### config.mk
export PLATFORM = sky130hd
export DESIGN_NAME = tps_fifo
export DESIGN_NICKNAME = d
export VERILOG_FILES = /design/src/rtl/tps_pkg.sv /design/src/rtl/tps_fifo.sv
export SDC_FILE = /design/constraint.sdc
export NUM_CORES = 1
export LEC_CHECK = 0
export BUFFER_PORTS_ARGS = -buffer_cell sky130_fd_sc_hd__buf_4
export CORE_AREA = 10 10 342 344
export CTS_CLUSTER_DIAMETER = 60
export DETAILED_ROUTE_END_ITERATION = 6
export DIE_AREA = 0 0 352 354
export GPL_ROUTABILITY_DRIVEN = 0
export PLACE_DENSITY = 0.51
export SETUP_SLACK_MARGIN = 0.3
export SYNTH_ARGS = -nofsm -noshare
export SYNTH_HDL_FRONTEND = slang
export SYNTH_SLANG_ARGS = --single-unit
### constraint.sdc
create_clock -name clk_i -period 44.3 [get_ports clk_i]
set_clock_uncertainty 0.2 [all_clocks]
set_input_delay 4.43 -clock clk_i [delete_from_list [all_inputs] [get_ports clk_i]]
set_output_delay 4.43 -clock clk_i [all_outputs]
set_load 0.005 [all_outputs]
### src/rtl/tps_pkg.sv
package tps_pkg;

  localparam int unsigned CoordW       = 32;
  localparam int unsigned MatW         = 16;
  localparam int unsigned MeshW        = 8;
  localparam int unsigned CfgIdxW      = 2;
  localparam int unsigned Corners      = 3;
  localparam int unsigned SegPts       = 2;
  // lane: multiply, round add, one quotient bit per stage, final add
  localparam int unsigned LaneLat      = CoordW + 3;
  localparam int unsigned FifoDepthDef = 2;

  localparam logic [CfgIdxW-1:0] CfgSliceHeight  = 2'd0;
  localparam logic [CfgIdxW-1:0] CfgModelOffsetZ = 2'd1;

  // edge endpoints in test order: a-b, b-c, c-a
  localparam logic [1:0] EdgeP [Corners] = '{2'd0, 2'd1, 2'd2};
  localparam logic [1:0] EdgeQ [Corners] = '{2'd1, 2'd2, 2'd0};

  typedef logic signed [CoordW-1:0] coord_t;
  typedef logic signed [CoordW+1:0] height_t;

  typedef struct packed {
    coord_t [Corners-1:0] vx;
    coord_t [Corners-1:0] vy;
    coord_t [Corners-1:0] vz;
    logic [MatW-1:0]      material;
    logic [MeshW-1:0]     mesh;
  } tps_tri_t;

  typedef struct packed {
    coord_t            lov;
    logic [CoordW-1:0] mag;
    logic              neg;
  } tps_coord_t;

  typedef struct packed {
    logic [CoordW-1:0] num;
    logic [CoordW-1:0] den;
    tps_coord_t        cx;
    tps_coord_t        cy;
  } tps_pt_t;

  typedef struct packed {
    coord_t           plane;
    logic [MatW-1:0]  material;
    logic [MeshW-1:0] mesh;
  } tps_side_t;

  typedef struct packed {
    tps_pt_t [SegPts-1:0] pt;
    tps_side_t            side;
  } tps_job_t;

  function automatic height_t tps_widen(coord_t v);
    return {{2{v[CoordW-1]}}, v};
  endfunction

  function automatic tps_coord_t tps_coord(coord_t lo, coord_t hi);
    logic signed [CoordW:0] d;
    tps_coord_t             r;
    d     = {hi[CoordW-1], hi} - {lo[CoordW-1], lo};
    r.lov = lo;
    r.neg = d[CoordW];
    r.mag = d[CoordW] ? CoordW'(-d) : d[CoordW-1:0];
    return r;
  endfunction

  // setup of one crossing edge: ends ordered by z, num/den of the lerp
  function automatic tps_pt_t tps_point(tps_tri_t t, logic [1:0] p, logic [1:0] q,
                                        height_t h);
    logic [1:0] lo;
    logic [1:0] hi;
    height_t    n;
    height_t    d;
    tps_pt_t    r;
    lo = p;
    hi = q;
    if (t.vz[p] > t.vz[q]) begin
      lo = q;
      hi = p;
    end
    n     = h - tps_widen(t.vz[lo]);
    d     = tps_widen(t.vz[hi]) - tps_widen(t.vz[lo]);
    r.num = n[CoordW-1:0];
    r.den = d[CoordW-1:0];
    r.cx  = tps_coord(t.vx[lo], t.vx[hi]);
    r.cy  = tps_coord(t.vy[lo], t.vy[hi]);
    return r;
  endfunction

endpackage

### src/rtl/tps_fifo.sv
module tps_fifo import tps_pkg::*; #(
  parameter int unsigned Depth = FifoDepthDef
) (
  input  logic     clk_i,
  input  logic     rst_ni,
  input  logic     push_i,
  input  tps_job_t data_i,
  output logic     full_o,
  input  logic     pop_i,
  output tps_job_t data_o,
  output logic     empty_o
);

  localparam int unsigned PtrW = (Depth > 1) ? $clog2(Depth) : 1;
  localparam int unsigned CntW = $clog2(Depth + 1);

  tps_job_t          mem_q [Depth];
  logic [PtrW-1:0]   wr_q;
  logic [PtrW-1:0]   rd_q;
  logic [CntW-1:0]   cnt_q;

  assign full_o  = (cnt_q == CntW'(Depth));
  assign empty_o = (cnt_q == '0);
  assign data_o  = mem_q[rd_q];

  always_ff @(posedge clk_i or negedge rst_ni) begin
    if (!rst_ni) begin
      wr_q  <= '0;
      rd_q  <= '0;
      cnt_q <= '0;
    end else begin
      if (push_i) begin
        wr_q <= (wr_q == PtrW'(Depth - 1)) ? '0 : wr_q + 1'b1;
      end
      if (pop_i) begin
        rd_q <= (rd_q == PtrW'(Depth - 1)) ? '0 : rd_q + 1'b1;
      end
      if (push_i && !pop_i) begin
        cnt_q <= cnt_q + 1'b1;
      end else if (pop_i && !push_i) begin
        cnt_q <= cnt_q - 1'b1;
      end
    end
  end

  always_ff @(posedge clk_i) begin
    if (push_i) begin
      mem_q[wr_q] <= data_i;
    end
  end

  assert property (@(posedge clk_i) disable iff (!rst_ni) !(push_i && full_o))
    else $error("push into full queue");

  assert property (@(posedge clk_i) disable iff (!rst_ni) !(pop_i && empty_o))
    else $error("pop from empty queue");

  assert property (@(posedge clk_i) disable iff (!rst_ni)
    push_i && !pop_i |=> cnt_q == $past(cnt_q) + 1'b1)
    else $error("queue count off");

endmodule

==> run_results.csv <==
group,metric,value,unit
clocking,cts_made_buffers,101,
detailed_routing,drc,0,
detailed_routing,vias,16880,
timing,max_freq,108.9,MHz
logic_synthesis,ys_types,14,
global_route,first_global_vias,18420,
critical_path,crit_arrival,4.55,ns
cells_and_area,seq_area,0.02677,mm²
logic_synthesis,synth_cells,1398,
timing,finalHoldViolations,0,
clocking,cts_resized,0,
logic_synthesis,yosysWarnings,0,
run,max-cap-violations,0,
place,place_hpwl,69.67,mm
pwr,p_per_area,63.53,mW/mm²
timing,slew_viol_final,0,
cells_and_area,drive_gt1_share,61.65,%
floorplanning,die_h,354,µm
global_route,grt_pass1_wl,132.1,mm
critical_path,path_max_fanout,72,
clocking,cts_tree,"yes",
global_route,grt_usage,14.41,%
clocking,cts.sinks,892,
cells_and_area,fill_cells,10010,
detailed_routing,drt-wirelength-per-cell,23.83,µm
logic_synthesis,yosys_register_bits,892,
pwr,p_leak,16.36,nW
logic_synthesis,netlist_area,0.03241,mm²
worst_hold_path,hp-class,"reg2reg",
critical_path,critPathKind,"reg2out",
cells_and_area,nNetsFinal,2810,
logic_synthesis,ys_seq_area_share,82.59,%
critical_path,max_stage_delay,0.86,ns
floorplanning,core-area,0.1101,mm²
clocking,cts.clk_slew.worst_paths,0.06,ns
logic_synthesis,avgSynthCellArea,23.18,µm²
timing,setup-tns-final,0,ns
critical_path,endpoint_kind,"output pin",
timing,tightest_slew,1.138,ns
clocking,clock_path_buffers,3,
clocking,cts-root-buf,"clkbuf_16",
critical_path,crit_path_start_kind,"flop",
global_route,grt_max_degree,166,
pwr,ir_drop,0.04451,mV
detailed_routing,totalWireLength,93.97,mm
floorplanning,die_area,0.1246,mm²
logic_synthesis,netlist_top_cells_area,"edfxtp_1 82%, mux2_2 14%, mux2_4 2.3%",
timing,fin_crit_sh,20.73,%
logic_synthesis,synth_fp_nets,1847,
cells_and_area,multi_input_area,0.005280,mm²
place,numPortBuffers,893,
logic_synthesis,yosys.area.top_type_share,82.28,%
floorplanning,initial_core_util,29.45,%
critical_path,worstPathRequired,39.67,ns
detailed_routing,dr.pass1.iters,4,
timing,rsz0062_at_grt,"no",
clocking,cts_max_level,3,
clocking,clk_latency,0.66,ns
floorplanning,pin_count,894,
detailed_routing,vias_per_cell,4.280,
global_route,overflow,0,
critical_path,crit_path_frequent_cell,"buf_4",
detailed_routing,drtIter0Drc,1010,
logic_synthesis,synth_top_area_cell,"edfxtp_1",
run_status,status,"completed",
critical_path,slowest_stage,"dfrtp_4",
floorplanning,fp-row-count,122,
clocking,postCtsHoldBufs,0,
clocking,post_cts_buffers,0,
pwr,finalPower,0.002801,W
timing,max_slew_margin,24.10,%
timing,finalCriticalPeriod,9.184,ns
detailed_routing,ant_nets,0,
global_route,antenna_found_initial,30,
critical_path,crit_path_cell_trace,"buf_4 > buf_4 > buf_4 > mux2_2 > buf_4",
cells_and_area,synthToLayoutAreaGrowth,36.04,%
timing,finalSetupViolations,0,
floorplanning,die-width,352,µm
## cells in the final DEF, fill, tap and decap left out
cell type	netlist	routed
dfrtp_1	4	3
nor2b_4	0	1
dfrtp_4	0	1
clkinvlp_4	0	6
clkbuf_1	0	18
clkinv_16	0	2
inv_1	1	1
bufinv_16	0	8
mux2_4	50	50
xnor2_1	1	1
edfxtp_1	888	888
clkinv_4	0	2
nor2b_1	2	1
buf_4	30	908
buf_12	0	2
clkinv_2	0	19
clkbuf_16	0	103
clkinv_8	0	4
mux2_2	394	394
clkinv_1	0	18
diode_2	0	12
nor2_1	2	2
inv_8	0	3
ha_1	1	1
inv_6	0	2
and2_4	0	1
xor2_1	4	4
## cell families after synthesis
logic type / Yosys count / share of synthesized area, %
XOR/XNOR: 5 / 0.1351
adder cells (fa/ha/maj): 1 / 0.03860
buffers and inverters: 51 / 1.150
flip-flops: 892 / 82.59
multiplexers: 444 / 16.01
AND/OR/NAND/NOR: 5 / 0.08109
## layer usage
metal	track usage (%)	up-vias	wire length (µm)
met5	0	-	219
met4	5.581	30	2705
met3	7.064	158	10170
met2	24.65	731	47480
met1	15.14	8406	33400
li1	-	7552	-
## worst max-delay path, delay by kind of cell, from the launching register on
kind | cells | cell delay, ns
buf+inv | 4 | 2.38
flops | 1 | 0.86
mux | 1 | 0.42
## per-stage QoR
step	instance area [µm²]	hold slack [ns]	cells	utilization (%)	setup slack, ns
2_1_floorplan	32410	0.2555	1398	-	19.31
3_5_place_dp	40770	0.2830	3746	37.05	35.71
4_1_cts	44060	0.2931	3931	40.03	34.95
5_1_grt	44090	0.3146	3942	40.06	34.80
6_report	44090	0.2919	3943	40.06	35.12
3_3_place_gp	40770	0.2762	3746	37.05	35.88
## Yosys cell counts
cell type	number
edfxtp_1	888
mux2_4	50
buf_4	30
xor2_1	4
nor2b_1	2
buf_2	13
mux2_2	394
and2_1	1
nor2_1	2
inv_1	1
ha_1	1
xnor2_1	1
dfrtp_1	4
buf_6	7
## cell type report
type                            instances  share of cell area (%)
Inverter                                1                0.008514
Timing Repair Buffer                  910                   15.55
Sequential cell                       892                   60.72
Multi-Input combinational cell        455                   11.98
Tap cell                             1488                   4.223
Clock buffer                          121                   5.999
Clock inverter                         64                   1.456
Antenna cell                           12                 0.06811
## final timing paths
| check | from | slack, ns | endpoint | depth (start not counted) |
|---|---|---|---|---|
| max | rd_q | 35.12 | data_o[183] | 5 |
| min | cnt_q[1] | 0.29 | cnt_q[1] | 1 |
| max reg2reg | wr_q | 40.11 | mem_q[0][389] | 4 |
| min reg2reg | cnt_q[1] | 0.29 | cnt_q[1] | 1 |
| max in group asynchronous | rst_ni | 40.42 | rd_q | 1 |
| min in group asynchronous | rst_ni | 3.36 | cnt_q[1] | 1 |
## registers in the layout, indices dropped and copies added, names as in the netlist
name   count
wr_q       1
cnt_q      2
mem_q    888
rd_q       1
## power breakdown
group	switching [W]	internal, W	leakage, nW	total, W
Combinational	0.000395	0.000431	6.39	0.000826
Sequential	0.0000420	0.00112	8.38	0.00116
Clock	0.000336	0.000476	1.59	0.000812
Total	0.000774	0.00203	16.4	0.00280
(Power assumes the default switching activity.)
